## config.mk

```make
export PLATFORM = sky130hd
export DESIGN_NAME = modbus_rtu_request_framer
export DESIGN_NICKNAME = d
export VERILOG_FILES = /design/src/rtl/mbrf_pkg.sv /design/src/rtl/mbrf_slot_state.sv /design/src/rtl/modbus_rtu_request_framer.sv
export SDC_FILE = /design/constraint.sdc
export NUM_CORES = 1
export LEC_CHECK = 0
export BUFFER_PORTS_ARGS = -buffer_cell sky130_fd_sc_hd__buf_2
export CORE_AREA = 2 2 196 198
export CTS_CLUSTER_DIAMETER = 30
export DETAILED_ROUTE_END_ITERATION = 8
export DIE_AREA = 0 0 198 200
export PLACE_DENSITY = 0.69
export SETUP_SLACK_MARGIN = 0.5
export SYNTH_ARGS = -nofsm -noshare
export SYNTH_HDL_FRONTEND = slang
export SYNTH_HIERARCHICAL = 1
export SYNTH_SLANG_ARGS = --single-unit
```

## constraint.sdc

```tcl
create_clock -name clk_i -period 4.3 [get_ports clk_i]
set_clock_uncertainty 0.05 [all_clocks]
set_input_delay 0.86 -clock clk_i [delete_from_list [all_inputs] [get_ports clk_i]]
set_output_delay 0.86 -clock clk_i [all_outputs]
set_load 0.02 [all_outputs]
```

## src/rtl/mbrf_pkg.sv

```systemverilog
// mbrf_pkg: shared types, constants and the crc-16 byte step for the request framer
// no dependencies; used by mbrf_slot_state, modbus_rtu_request_framer and the bench
package mbrf_pkg;

  localparam int unsigned Slots   = 16;
  localparam int unsigned SlotW   = 4;
  localparam int unsigned InDataW = 72;
  localparam int unsigned FrameLen = 8;
  localparam int unsigned CntW    = 3;

  localparam logic [7:0]  FcReadFirst = 8'd1;
  localparam logic [7:0]  FcReadLast  = 8'd4;
  localparam logic [7:0]  FcWriteCoil = 8'd5;
  localparam logic [7:0]  FcWriteReg  = 8'd6;

  localparam logic [15:0] CoilOn   = 16'hFF00;
  localparam logic [15:0] CoilOff  = 16'h0000;
  localparam logic [15:0] CrcInit  = 16'hFFFF;
  localparam logic [15:0] CrcPoly  = 16'hA001;

  localparam logic [CntW-1:0] IdxNode   = 3'd0;
  localparam logic [CntW-1:0] IdxFunc   = 3'd1;
  localparam logic [CntW-1:0] IdxRegHi  = 3'd2;
  localparam logic [CntW-1:0] IdxRegLo  = 3'd3;
  localparam logic [CntW-1:0] IdxWordHi = 3'd4;
  localparam logic [CntW-1:0] IdxWordLo = 3'd5;
  localparam logic [CntW-1:0] IdxCrcLo  = 3'd6;
  localparam logic [CntW-1:0] IdxCrcHi  = 3'd7;

  typedef enum logic [1:0] {
    StByte        = 2'd0,
    StSuppressed  = 2'd1,
    StUnsupported = 2'd2
  } status_e;

  typedef struct packed {
    logic        send;
    status_e     status;
    logic [15:0] word2;
  } decision_t;

  function automatic logic [15:0] crc16_byte(input logic [15:0] crc_in,
                                             input logic [7:0]  data);
    logic [15:0] c;
    c = crc_in ^ {8'h00, data};
    for (int b = 0; b < 8; b++) begin
      if (c[0]) begin
        c = (c >> 1) ^ CrcPoly;
      end else begin
        c = c >> 1;
      end
    end
    return c;
  endfunction

endpackage

```

## src/rtl/mbrf_slot_state.sv

```systemverilog
// mbrf_slot_state: per-slot last value and sent-once flags, and the send decision
// depends on mbrf_pkg
module mbrf_slot_state (
  input  logic                      clk_i,
  input  logic                      rst_ni,
  input  logic                      load_i,
  input  logic [mbrf_pkg::SlotW-1:0] slot_i,
  input  logic [7:0]                func_code_i,
  input  logic [15:0]               write_value_i,
  input  logic [15:0]               quantity_i,
  input  logic                      continuous_i,
  output mbrf_pkg::decision_t       decision_o
);

  logic [15:0] last_value_q [mbrf_pkg::Slots];
  logic [mbrf_pkg::Slots-1:0] sent_once_q;
  logic [15:0] cur_value;
  logic        cur_sent;
  logic        changed;

  assign cur_value = last_value_q[slot_i];
  assign cur_sent  = sent_once_q[slot_i];
  assign changed   = write_value_i != cur_value;

  always_comb begin
    decision_o.send   = 1'b0;
    decision_o.status = mbrf_pkg::StUnsupported;
    decision_o.word2  = quantity_i;
    if (func_code_i >= mbrf_pkg::FcReadFirst && func_code_i <= mbrf_pkg::FcReadLast) begin
      decision_o.send   = 1'b1;
      decision_o.status = mbrf_pkg::StByte;
    end else if (func_code_i == mbrf_pkg::FcWriteCoil) begin
      decision_o.send   = continuous_i || changed || !cur_sent;
      decision_o.status = decision_o.send ? mbrf_pkg::StByte : mbrf_pkg::StSuppressed;
      decision_o.word2  = (write_value_i != 16'h0000) ? mbrf_pkg::CoilOn : mbrf_pkg::CoilOff;
    end else if (func_code_i == mbrf_pkg::FcWriteReg) begin
      decision_o.send   = continuous_i || changed;
      decision_o.status = decision_o.send ? mbrf_pkg::StByte : mbrf_pkg::StSuppressed;
      decision_o.word2  = write_value_i;
    end
  end

  always_ff @(posedge clk_i or negedge rst_ni) begin
    if (!rst_ni) begin
      for (int i = 0; i < mbrf_pkg::Slots; i++) begin
        last_value_q[i] <= 16'h0000;
      end
      sent_once_q <= '0;
    end else if (load_i && decision_o.send) begin
      if (func_code_i == mbrf_pkg::FcWriteCoil) begin
        last_value_q[slot_i] <= write_value_i;
        sent_once_q[slot_i]  <= 1'b1;
      end else if (func_code_i == mbrf_pkg::FcWriteReg) begin
        last_value_q[slot_i] <= write_value_i;
      end
    end
  end

  a_coil_marks_sent: assert property (@(posedge clk_i) disable iff (!rst_ni)
    load_i && decision_o.send && func_code_i == mbrf_pkg::FcWriteCoil
    |=> sent_once_q[$past(slot_i)])
    else $error("coil send did not set sent-once flag");

  a_suppress_keeps_value: assert property (@(posedge clk_i) disable iff (!rst_ni)
    load_i && !decision_o.send
    |=> last_value_q[$past(slot_i)] == $past(cur_value))
    else $error("suppressed or unsupported command changed the slot value");

  a_unsupported_never_sends: assert property (@(posedge clk_i) disable iff (!rst_ni)
    decision_o.status == mbrf_pkg::StUnsupported |-> !decision_o.send)
    else $error("unsupported function marked for sending");

endmodule

```

## src/rtl/modbus_rtu_request_framer.sv

```systemverilog
// modbus_rtu_request_framer: top level, command register, slot state and byte serialiser
// depends on mbrf_pkg and mbrf_slot_state
//
// channel  | direction | tdata                                        | tuser       | tlast
// s_axis   | in        | slot, node, func_code, start_register,       | continuous  | -
//          |           | quantity, write_value (68 bits, 72 wide)     |             |
// m_axis   | out       | frame_byte                                   | status      | last
//
// a sent command gives eight bytes, one per cycle while m_axis is ready; a suppressed or unsupported one gives one item
// the crc is folded one byte per cycle as bytes 0 to 5 leave, so the byte serialiser sets the rate
// the command register takes the next item while the serialiser still emits, so frames run
// back to back; reset clears the slot table, the sent-once flags and both valid flags;
// output stalls hold the byte and its position
module modbus_rtu_request_framer (
  input  logic                          clk_i,
  input  logic                          rst_ni,
  input  logic                          s_axis_tvalid_i,
  output logic                          s_axis_tready_o,
  // slot[3:0] node[11:4] func_code[19:12] start_register[35:20] quantity[51:36]
  // write_value[67:52], zero above
  input  logic [mbrf_pkg::InDataW-1:0]  s_axis_tdata_i,
  // continuous[0]
  input  logic                          s_axis_tuser_i,
  output logic                          m_axis_tvalid_o,
  input  logic                          m_axis_tready_i,
  // frame_byte[7:0]
  output logic [7:0]                    m_axis_tdata_o,
  // status[1:0]
  output logic [1:0]                    m_axis_tuser_o,
  output logic                          m_axis_tlast_o
);

  logic                       cmd_valid_q;
  logic [mbrf_pkg::SlotW-1:0] cmd_slot_q;
  logic [7:0]                 cmd_node_q;
  logic [7:0]                 cmd_fc_q;
  logic [15:0]                cmd_reg_q;
  logic [15:0]                cmd_qty_q;
  logic [15:0]                cmd_val_q;
  logic                       cmd_cont_q;

  logic                       busy_q;
  logic                       single_q;
  mbrf_pkg::status_e          status_q;
  logic [mbrf_pkg::CntW-1:0]  cnt_q;
  logic [7:0]                 node_q;
  logic [7:0]                 fc_q;
  logic [15:0]                reg_q;
  logic [15:0]                word2_q;
  logic [15:0]                crc_q;

  mbrf_pkg::decision_t        decision;
  logic [7:0]                 cur_byte;
  logic                       out_last;
  logic                       fire_out;
  logic                       done;
  logic                       load;
  logic                       fire_in;

  assign fire_out = busy_q && m_axis_tready_i;
  assign out_last = single_q || (cnt_q == mbrf_pkg::IdxCrcHi);
  assign done     = fire_out && out_last;
  assign load     = cmd_valid_q && (!busy_q || done);
  assign s_axis_tready_o = !cmd_valid_q || load;
  assign fire_in  = s_axis_tvalid_i && s_axis_tready_o;

  mbrf_slot_state u_slot_state (
    .clk_i         (clk_i),
    .rst_ni        (rst_ni),
    .load_i        (load),
    .slot_i        (cmd_slot_q),
    .func_code_i   (cmd_fc_q),
    .write_value_i (cmd_val_q),
    .quantity_i    (cmd_qty_q),
    .continuous_i  (cmd_cont_q),
    .decision_o    (decision)
  );

  always_comb begin
    case (cnt_q)
      mbrf_pkg::IdxNode:   cur_byte = node_q;
      mbrf_pkg::IdxFunc:   cur_byte = fc_q;
      mbrf_pkg::IdxRegHi:  cur_byte = reg_q[15:8];
      mbrf_pkg::IdxRegLo:  cur_byte = reg_q[7:0];
      mbrf_pkg::IdxWordHi: cur_byte = word2_q[15:8];
      mbrf_pkg::IdxWordLo: cur_byte = word2_q[7:0];
      mbrf_pkg::IdxCrcLo:  cur_byte = crc_q[7:0];
      mbrf_pkg::IdxCrcHi:  cur_byte = crc_q[15:8];
      default:             cur_byte = 8'h00;
    endcase
  end

  assign m_axis_tvalid_o = busy_q;
  assign m_axis_tdata_o  = single_q ? 8'h00 : cur_byte;
  assign m_axis_tuser_o  = status_q;
  assign m_axis_tlast_o  = out_last;

  // command register
  always_ff @(posedge clk_i or negedge rst_ni) begin
    if (!rst_ni) begin
      cmd_valid_q <= 1'b0;
    end else if (fire_in) begin
      cmd_valid_q <= 1'b1;
    end else if (load) begin
      cmd_valid_q <= 1'b0;
    end
  end

  always_ff @(posedge clk_i) begin
    if (fire_in) begin
      cmd_slot_q <= s_axis_tdata_i[3:0];
      cmd_node_q <= s_axis_tdata_i[11:4];
      cmd_fc_q   <= s_axis_tdata_i[19:12];
      cmd_reg_q  <= s_axis_tdata_i[35:20];
      cmd_qty_q  <= s_axis_tdata_i[51:36];
      cmd_val_q  <= s_axis_tdata_i[67:52];
      cmd_cont_q <= s_axis_tuser_i;
    end
  end

  // byte serialiser
  always_ff @(posedge clk_i or negedge rst_ni) begin
    if (!rst_ni) begin
      busy_q   <= 1'b0;
      single_q <= 1'b0;
      status_q <= mbrf_pkg::StByte;
      cnt_q    <= '0;
    end else if (load) begin
      busy_q   <= 1'b1;
      single_q <= !decision.send;
      status_q <= decision.status;
      cnt_q    <= '0;
    end else if (done) begin
      busy_q   <= 1'b0;
    end else if (fire_out) begin
      cnt_q    <= cnt_q + 1'b1;
    end
  end

  always_ff @(posedge clk_i) begin
    if (load) begin
      node_q  <= cmd_node_q;
      fc_q    <= cmd_fc_q;
      reg_q   <= cmd_reg_q;
      word2_q <= decision.word2;
      crc_q   <= mbrf_pkg::CrcInit;
    end else if (fire_out && cnt_q < mbrf_pkg::IdxCrcLo) begin
      crc_q   <= mbrf_pkg::crc16_byte(crc_q, cur_byte);
    end
  end

  a_idle_after_done: assert property (@(posedge clk_i) disable iff (!rst_ni)
    done && !load |=> !busy_q)
    else $error("serialiser still busy after final item");

  a_count_steps: assert property (@(posedge clk_i) disable iff (!rst_ni)
    fire_out && !out_last |=> cnt_q == $past(cnt_q) + 1'b1 && busy_q)
    else $error("byte position did not advance");

  a_single_is_flagged: assert property (@(posedge clk_i) disable iff (!rst_ni)
    busy_q && single_q |-> status_q != mbrf_pkg::StByte && cnt_q == '0)
    else $error("single result carries frame status or position");

  a_frame_is_bytes: assert property (@(posedge clk_i) disable iff (!rst_ni)
    busy_q && !single_q |-> status_q == mbrf_pkg::StByte)
    else $error("frame byte with non-byte status");

endmodule

```

==> impl_metrics.toml, run 1 <==
[run_status]
run_status = "finished, final reports clean"

[timing]
post-route-period-util = 0.904
setup_tns_ns = 0
max_slew.worst_pin.slew_ns = 1.02
period_needed_ns = 3.89
slew_headroom = 0.321
slew_viol_final = 0
grt_setup_unrepaired = "true"
setup_viol = 0
max_clock_freq_mhz = 257
whs_ns = 0.268
final_hold_viol_count = 0

[place]
gp_congestion = 0.860
dp_hpwl_um = 28500
portBuffers = 85

[floorplanning]
pin_count = 90
die_y_um = 200
core_mm2 = 0.0374
row_count = 71
die-area_mm2 = 0.0396
die_w_um = 198
initial_core_util = 0.497

[synth]
synthMuxAreaShare = 0.257
syn_area_mm2 = 0.0186
ys_types = 72
synth_compound_area_frac = 0.0576
synth_top_family_by_area = "multiplexers"
synth_fa_ha_area_frac = 0.00404
ys_seq_area_frac = 0.583
yosys_warnings = 6
synthTopCellsByArea = "dfrtp_1 38%, edfxtp_1 19%, mux2_2 15%, mux4_2 5.7%, mux2i_1 3.2%"
synth_xor_area_frac = 0.0224
syn_inst = 1258
yosys.area.top_type = "dfrtp_1"
ys_ff_latch = 413
netlist.area_leader.share = 0.377
ys_async_sr_fraction = 0.678
synthFlopType = "dfrtp_1"
synth_nets = 1341
synth-edff-count = 117
synthSimpleGateAreaFrac = 0.0471
avgSynthCellArea_um2 = 14.8

[clocking]
cts_sinks = 413
cts-root-buf = "clkbuf_16"
path_clk_slew_ns = 0.04
clockBufferDepth = 3
clock_latency_ns = 0.61
cts_tree = "built"
holdBufCountCts = 0
htreeDepth = 3
numCtsBuffers = 94

[setup_path]
worst_setup_path_end_kind = "flop"
slowest_stage = "edfxtp_1"
crit_type = "reg -> reg"
crit_required_ns = 4.73
crit_top_cell = "buf_12"
crit_arrival_ns = 4.32
cp_max_fo = 9
start_kind = "flop"
slowest_delay_ns = 0.47
cp_cell_sequence = "buf_12 > buf_12 > mux2_2 > o22ai_1 > nor3_1 > a2111oi_0 > buf_4 > a32o_1 > nand4_1 > buf_6 > or2_4 > and4_4 > clkbuf_16 > mux2_1"

[finish]
nFillCells = 2610
final_nets = 1541
drive_gt1_frac = 0.489
syn2layout_area_growth_pct = 30.9
antenna_cells = 0

[power]
leakage_uw = 0.0109
power_density_mw_per_mm2 = 654
ir_drop_v = 0.000427

[worst_hold_path]
min-delay-path-class = "in -> async"

[drt]
route.vias.total = 11800
wl_um = 48900
drtPass1Iterations = 5
drt-initial-drc-count = 793
avgRoutedWirePerCell_um = 23.9
via_per_inst = 5.76
drc = 0
ant_nets = 0

[global_routing]
grt.total_usage = 0.248
grt_pass1_wl_um = 73400
grt_pass1_vias = 12500
grt_max_degree = 104
antenna_found_initial = 0
overflow = 0

[run]
maxCapViolCount = 0
cell usage after synthesis, drive strengths merged (5+ instances only):
master	instances
dfxtp	16
a21oi	11
a22o	15
xnor2	23
o21ai	12
mux2	274
buf	60
mux4	47
ha	6
a31o	12
nand2	47
clkbuf	39
o211ai	10
nand3	11
xor2	13
and2	8
nor2	49
nor3	15
nor2b	18
nor4	6
or2	5
a221o	11
edfxtp	117
mux2i	59
a221oi	8
a22oi	13
inv	6
dfrtp	280
a31oi	9
cells in the final DEF, fill, tap and decap left out, types with 10 or more instances in the layout:
cell	n
a221o_1	11
a22o_1	14
a22oi_1	12
a31o_2	12
buf_12	29
buf_2	79
buf_4	78
buf_6	10
bufinv_16	16
clkbuf_1	14
clkbuf_16	99
clkbuf_8	10
clkinv_2	19
dfrtp_1	278
dfxtp_1	16
edfxtp_1	117
mux2_1	20
mux2_2	244
mux2_4	10
mux2i_1	59
mux4_2	47
nand2_1	47
nand3_1	10
nor2_1	35
nor2b_1	12
o211ai_1	10
xnor2_1	19
xor2_1	13
registers in the layout, indices dropped and copies added, names as in the netlist:
name                       cells
cmd_reg_q                     16
cmd_cont_q                     1
cnt_q                          3
reg_q                         16
cmd_node_q                     8
u_slot_state/last_value_q    256
crc_q                         16
m_axis_tuser_o                 2
node_q                         8
cmd_fc_q                       8
fc_q                           8
word2_q                       16
cmd_valid_q                    1
u_slot_state/sent_once_q      16
cmd_qty_q                     16
m_axis_tvalid_o                1
cmd_slot_q                     4
single_q                       1
cmd_val_q                     16
what timing repair did:
item	CTS	global route
pin swaps	12	10
resized for setup	43	53
setup endpoints to repair	217	231
setup buffers	17	13
gates cloned	2	4
per-stage QoR:
stage | total power (uW) | std cells | instance area (um^2) | worst slack (ns) | utilization
floorplan | 7140 | 1258 | 18600 | 0.739 | -
global placement | 7970 | 1837 | 20100 | 0.192 | 0.537
detailed placement | 8010 | 1837 | 20100 | 0.0974 | 0.537
CTS | 15800 | 2033 | 23900 | 0.432 | 0.638
global route | 16500 | 2050 | 24300 | 0.403 | 0.650
finish | 15900 | 2050 | 24300 | 0.412 | 0.650
path summary, 6_finish.rpt:
kind,cells after the start,slack [ns],from,end
hold / removal,1,0.27,rst_ni,u_slot_state/last_value_q[202]$_DFFE_PN0P_
setup / recovery,14,0.41,cmd_slot_q[1]$_DFFE_PP_,u_slot_state/last_value_q[26]$_DFFE_PN0P_
max in group asynchronous,2,2.85,rst_ni,u_slot_state/last_value_q[58]$_DFFE_PN0P_
hold reg to reg,0,0.37,cmd_node_q[7]$_DFFE_PP_,node_q[7]$_DFFE_PP_
setup reg to reg,14,0.41,cmd_slot_q[1]$_DFFE_PP_,u_slot_state/last_value_q[26]$_DFFE_PN0P_
min in group clk_i,0,0.37,cmd_node_q[7]$_DFFE_PP_,node_q[7]$_DFFE_PP_
critical path, delay by kind of cell, from the launching register on:
| family | cells | cell delay [ns] |
|---|---|---|
| flops | 1 | 0.47 |
| mux | 2 | 0.64 |
| buf+inv | 5 | 0.90 |
| simple gates | 4 | 0.75 |
| compound gates | 3 | 0.94 |
logic make-up (layout without fill, tap and decap cells):
| group | after synthesis | count (layout) |
|---|---|---|
| compound gates | 134 | 134 |
| xor+xnor | 39 | 39 |
| fa+ha+maj | 6 | 6 |
| buf+inv | 107 | 387 |
| flops | 413 | 413 |
| mux | 380 | 380 |
| simple gates | 179 | 180 |
layer usage:
metal / vias to the layer above / global-route usage / wire [um]
met5: - / 0 / 0
met4: 0 / 0.103 / 1760
met3: 122 / 0.0659 / 3020
met2: 418 / 0.398 / 23400
met1: 6124 / 0.322 / 20800
li1: 5153 / - / -
report_power, final:
group	total, uW	switching (uW)	leakage (uW)	internal, uW
combinational	3650	1930	0.00417	1720
clock	7450	2270	0.00163	5170
sequential	4800	284	0.00513	4520
total	15900	4490	0.0109	11400
layout make-up:
type / instances / area (um^2) / share of cell area
inverters: 8 / 31.3 / 0.00129
repair buffers: 202 / 1820 / 0.0749
well taps: 511 / 639 / 0.0263
clock inverters: 58 / 785 / 0.0323
clock buffers: 119 / 2570 / 0.106
multi-input cells: 739 / 7620 / 0.314
flip-flops and latches: 413 / 10800 / 0.446
Power figures use the tool's default switching activity.
==> run 2: changes to the inputs <==
Settings changed: GPL_TIMING_DRIVEN set to 0.
Clock period 4.3 ns to 3.45 ns, I/O delays scaled along.
==> run 2 against run 1 <==
Net effect: the run now ends with negative setup slack left; clock power grew 23%; final cell count grew 4.1%; critical path depth grew 2; core utilization grew 2.8 points; die area is the same; critical path type unchanged; largest cell class unchanged.
==> impl_metrics.toml, run 2 (synthesis results as in run 1) <==
[timing]
period_needed_ns = 3.88
setup_viol = 278
post-route-period-util = 1.12
final_hold_viol_count = 0
slew_headroom = 0.457
max_slew.worst_pin.slew_ns = 0.815
grt_setup_unrepaired = "true"
worst_slack_ns = -0.429
max_clock_freq_mhz = 258
slew_viol_final = 0

[global_routing]
grt_pass1_wl_um = 83400
antenna_found_initial = 0
grt.total_usage = 0.290
grt_max_degree = 109
grt_pass1_vias = 13300
overflow = 0

[drt]
wl_met2_um = 27200
avgRoutedWirePerCell_um = 26.5
ant_nets = 0
met3_length_um = 4070
top_layer_used = "met4"
drtPass1Iterations = 7
met1_length_um = 23200
via_per_inst = 5.89
route.vias.total = 12600
drt-initial-drc-count = 1025
wl_um = 56600
drc = 0

[finish]
utilization = 0.678
final_area_mm2 = 0.0254
mostFrequentLayoutCells = "278 x dfrtp_1, 226 x mux2_2, 117 x edfxtp_1, 106 x clkbuf_16, 77 x buf_2"
final_nets = 1619
drive_gt1_frac = 0.504
nFillCells = 2516
largest_reg_flops = 256
final_common_cell = "dfrtp_1"
syn2layout_area_growth_pct = 36.5
largest_register = "u_slot_state/last_value_q"

[power]
pwr-share-clk = 0.455
leakage_uw = 0.0114
p_switching_uw = 5710
intPower_uw = 14500
sw_frac_of_total = 0.283
power_density_mw_per_mm2 = 795
power_frac_comb = 0.250
ir_drop_v = 0.000687
pwr-share-seq = 0.295
power.total_uw = 20200

[place]
placed_area_mm2 = 0.0203
dp_hpwl_um = 34500
portBuffers = 85
gp_congestion = 0.882
pre_cts_ws_ns = -1.33

[setup_path]
slowest_stage = "edfxtp_1"
slowest_delay_ns = 0.40
start_kind = "flop"
crit_type = "reg -> reg"
cp_cell_sequence = "buf_12 > buf_6 > buf_12 > buf_12 > and2_1 > a22o_1 > a221oi_1 > xor2_1 > o31ai_2 > nand4_1 > or2_1 > buf_6 > and4_4 > buf_8 > buf_12 > mux2_4"
worst_setup_path_end_kind = "flop"
crit_top_cell = "buf_12"
crit_arrival_ns = 4.30
crit_required_ns = 3.87
cp_max_fo = 10

[clocking]
cts-root-buf = "clkbuf_16"
cts_tree = "built"
htreeDepth = 3
numCtsBuffers = 96
clock_latency_ns = 0.61
cts_sinks = 413
holdBufCountCts = 0
clockBufferDepth = 3
path_clk_slew_ns = 0.04

[floorplanning]
pin_count = 90
initial_core_util = 0.497
row_count = 71
die_y_um = 200
die_w_um = 198
die-area_mm2 = 0.0396
core_mm2 = 0.0374

[run_status]
violations = "negative setup slack"
run_status = "complete, but fails checks"

[worst_hold_path]
min-delay-path-class = "in -> async"

[run]
maxCapViolCount = 0
[run 2: per-layer routing]
metal / vias up / global-route usage
met5: - / 0
met4: 0 / 0.139
li1: 5332 / -
met3: 146 / 0.0702
met2: 539 / 0.468
met1: 6558 / 0.370
[run 2: final cells by class]
class	instances	area [um^2]	share of cell area
Multi-Input combinational cell	738	7900	0.311
Clock buffer	140	2900	0.114
Timing Repair Buffer	180	1590	0.0625
Sequential cell	413	10800	0.427
Inverter	8	43.8	0.00173
Tap cell	511	639	0.0252
Clock inverter	40	458	0.0181
Buffer	99	990	0.0390
Antenna cell	5	12.5	0.000493
[run 2: worst max-delay path: cells and delay by family (launching register included)]
family | cells | cell delay [ns]
XOR/XNOR | 1 | 0.14
AND/OR/NAND/NOR | 4 | 1.00
flip-flops | 1 | 0.40
buffers and inverters | 7 | 1.03
AO/OA/AOI/OAI | 3 | 0.80
multiplexers | 1 | 0.30
[run 2: repair_timing]
item,4_1_cts,5_1_grt
gates cloned,5,2
pin swaps,30,27
buffers inserted,60,25
endpoints found under the setup margin,307,299
gates resized for setup,139,64
[run 2: per-stage QoR]
| step | hold WS, ns | instances | TNS [ns] |
|---|---|---|---|
| final | 0.0996 | 2134 | -78.54 |
| after global routing | 0.155 | 2129 | -95.46 |
| after CTS | 0.112 | 2102 | -53.65 |
| after detailed placement | 0.355 | 1857 | -287.00 |
| after global placement | 0.352 | 1854 | -1255.06 |
| after floorplan | 0.344 | 1258 | -0.297 |
[run 2: worst paths after layout]
| path | endpoint | cells after the start | startpoint | slack [ns] |
|---|---|---|---|---|
| min reg2reg | reg_q[8]$_DFFE_PP_ | 0 | cmd_reg_q[8]$_DFFE_PP_ | 0.36 |
| min in group clk_i | cmd_slot_q[3]$_DFFE_PP_ | 1 | s_axis_tdata_i[3] | 0.21 |
| max | u_slot_state/last_value_q[90]$_DFFE_PN0P_ | 16 | cmd_slot_q[1]$_DFFE_PP_ | -0.43 |
| min | u_slot_state/last_value_q[186]$_DFFE_PN0P_ | 1 | rst_ni | 0.1 |
| max in group asynchronous | single_q$_DFFE_PN0P_ | 3 | rst_ni | 1.79 |
| max reg2reg | u_slot_state/last_value_q[90]$_DFFE_PN0P_ | 16 | cmd_slot_q[1]$_DFFE_PP_ | -0.43 |
[run 2: power by group through the flow]
| stage | Clock, uW | Combinational (uW) | Sequential (uW) |
|---|---|---|---|
| floorplan | 0 | 3130 | 5890 |
| global placement | 0 | 4130 | 6010 |
| detailed placement | 0 | 4180 | 6010 |
| CTS | 9280 | 4750 | 5940 |
| global route | 9560 | 5330 | 5980 |
| finish | 9170 | 5040 | 5950 |
==> run 3: changes to the inputs <==
Settings changed: ABC_AREA set to 1, CORE_AREA 2 2 196 198 to 2 2 204 206, DIE_AREA 0 0 198 200 to 0 0 206 208.
==> run 3 against run 2 <==
Net effect: the run ends with negative hold slack left; setup slack better by 0.48 ns; combinational power increased by 9.9%; clock power grew 3.3%; synthesized cell count rose by 96%; routed wire length up 35%; critical path depth increased by 9; largest power group unchanged.
==> impl_metrics.toml, run 3 <==
[timing]
period_needed_ns = 3.40
slew_viol_final = 0
slew_headroom = 0.119
max_clock_freq_mhz = 294
setup_viol = 0
whs_ns = -0.00606
setup_tns_ns = 0
grt_setup_unrepaired = "true"
final_hold_viol_count = 23
post-route-period-util = 0.985
max_slew.worst_pin.slew_ns = 1.30

[finish]
mostFrequentLayoutCells = "1045 x nand2_1, 278 x dfrtp_1, 276 x nand4_1, 124 x nand2_2, 117 x edfxtp_1"
final_nets = 2830
syn2layout_area_growth_pct = 35.2
antenna_cells = 0
final_common_cell = "nand2_1"
drive_gt1_frac = 0.242
final_cell_count_no_fill = 3361
largest_reg_flops = 256
largest_register = "u_slot_state/last_value_q"

[synth]
syn_area_mm2 = 0.0202
synthFlopType = "dfrtp_1"
yosysMostFrequentCell = "nand2_1"
synthTopCellsByArea = "dfrtp_1 35%, nand2_1 22%, edfxtp_1 17%, nand4_1 8.6%, nand3_1 1.9%"
yosys_warnings = 6
ys_async_sr_fraction = 0.678
synth-edff-count = 117
ys_ff_latch = 413
synth_nets = 2544
syn_inst = 2461
ys_seq_area_frac = 0.538
ys_types = 41
synth_commonest_cells = "1165 x nand2_1, 280 x dfrtp_1, 276 x nand4_1"
yosys.area.top_type = "dfrtp_1"
avgSynthCellArea_um2 = 8.19
netlist.area_leader.share = 0.347

[global_routing]
antenna_found_initial = 1
grt_pass1_vias = 19400
grt.total_usage = 0.344
grt_pass1_wl_um = 112000
overflow = 0
grt_max_degree = 113

[setup_path]
startpoint = "cmd_slot_q[0]$_DFFE_PP_"
crit_required_ns = 3.97
crit_arrival_ns = 3.91
rrSetupSlack_ns = 0.05
rr_worst_depth = 25
rr_startpoint = "cmd_slot_q[0]$_DFFE_PP_"
start_kind = "flop"
cp_max_fo = 10
crit_type = "reg -> reg"
reg2reg_to = "u_slot_state/last_value_q[202]$_DFFE_PN0P_"
worst_setup_path_end_kind = "flop"
crit_end = "u_slot_state/last_value_q[202]$_DFFE_PN0P_"

[drt]
met3_length_um = 8960
met1_length_um = 28300
wl_um = 76100
route.vias.total = 20300
drt-initial-drc-count = 2855
avgRoutedWirePerCell_um = 22.6
drc = 0
top_layer_used = "met4"
wl_met2_um = 34200
drtPass1Iterations = 8
via_per_inst = 6.03
ant_nets = 0

[clocking]
cts-root-buf = "clkbuf_16"
cts_sinks = 413
clock_latency_ns = 0.65
numCtsBuffers = 96
cts_tree = "built"
clockBufferDepth = 3
holdBufCountCts = 0
htreeDepth = 3
path_clk_slew_ns = 0.05

[power]
power_density_mw_per_mm2 = 773
ir_drop_v = 0.000449
leakage_uw = 0.0137

[floorplanning]
pin_count = 90
core_mm2 = 0.0406
die-area_mm2 = 0.0428
row_count = 74
die_y_um = 208
initial_core_util = 0.497
die_w_um = 206

[run_status]
run_status = "complete, but fails checks"
violations = "negative hold slack"

[place]
dpl.cell_count = 3081
portBuffers = 85
dp_hpwl_um = 48700
gp_congestion = 0.952

[worst_hold_path]
min-delay-path-class = "in -> async"

[run]
maxCapViolCount = 0
-- run 3: critical path, stage by stage, from the launching register on --
cell and delay (ns):
edfxtp_1 0.43, buf_8 0.17, inv_6 0.10, buf_12 0.15, buf_12 0.16, nand2_1 0.07
nand2_1 0.08, nand2_1 0.10, nand2_1 0.08, nand2_1 0.12, nand2_2 0.11, nor2_1 0.05
nand2_1 0.06, nand2_1 0.10, nor2_4 0.13, nand3_4 0.09, nor2_4 0.15, nand2_2 0.09
a21oi_4 0.20, buf_6 0.15, nand2_8 0.07, buf_16 0.16, nand4_4 0.13, buf_6 0.17
nand2_2 0.06, nand2_1 0.08
-- run 3: routing by layer --
metal,global-route usage,vias to the layer above
li1,-,8856
met3,0.0832,343
met2,0.523,1421
met1,0.449,9656
met4,0.195,0
met5,0,-
-- run 3: worst min path at each step --
| stage | endpoint | depth (start not counted) |
|---|---|---|
| final | u_slot_state/last_value_q[182]$_DFFE_PN0P_ | 1 |
| after global routing | u_slot_state/last_value_q[182]$_DFFE_PN0P_ | 1 |
| after CTS | u_slot_state/last_value_q[184]$_DFFE_PN0P_ | 1 |
| after detailed placement | reg_q[10]$_DFFE_PP_ | 0 |
| after global placement | node_q[6]$_DFFE_PP_ | 0 |
| after floorplan | cmd_valid_q$_DFFE_PN0P_ | 0 |
-- run 3: cells by family after synthesis --
family          Yosys count  share of synthesized area
xor+xnor                  4                    0.00174
flops                   413                      0.538
compound gates          130                     0.0405
buf+inv                 260                     0.0565
simple gates           1648                      0.360
fa+ha+maj                 6                    0.00372
-- run 3: per-stage QoR --
stage | utilization | instance area (um^2) | setup WS [ns] | total power [uW]
floorplan | - | 20200 | 0.503 | 8930
global placement | 0.525 | 21300 | -3.65 | 10400
detailed placement | 0.527 | 21400 | -0.863 | 10500
CTS | 0.649 | 26300 | 0.151 | 20800
global route | 0.672 | 27300 | -0.0335 | 21800
finish | 0.672 | 27300 | 0.0533 | 21100
-- run 3: cell type report --
| cell class | instances | area [um^2] |
|---|---|---|
| inverter | 80 | 334 |
| multi-input combinational | 1789 | 8810 |
| timing repair inverter | 1 | 5.00 |
| clock buffer | 127 | 2720 |
| timing repair buffer | 186 | 1680 |
| buffer | 180 | 1500 |
| clock inverter | 53 | 714 |
| fill | 3200 | 13300 |
| tap | 532 | 666 |
| sequential | 413 | 10800 |
-- run 3: timing repair --
action	in CTS	in global routing
setup buffers	55	20
endpoints found under the hold margin	0	0
pin swaps	24	41
gates resized for setup	264	214
setup endpoints to repair	353	370
gates cloned	12	13
-- run 3: power by group --
group / leakage, uW / total (uW) / switching, uW / internal [uW]
sequential: 0.00513 / 6070 / 306 / 5760
clock: 0.00166 / 9470 / 3060 / 6410
combinational: 0.00690 / 5540 / 3760 / 1780
total: 0.0137 / 21100 / 7130 / 13900
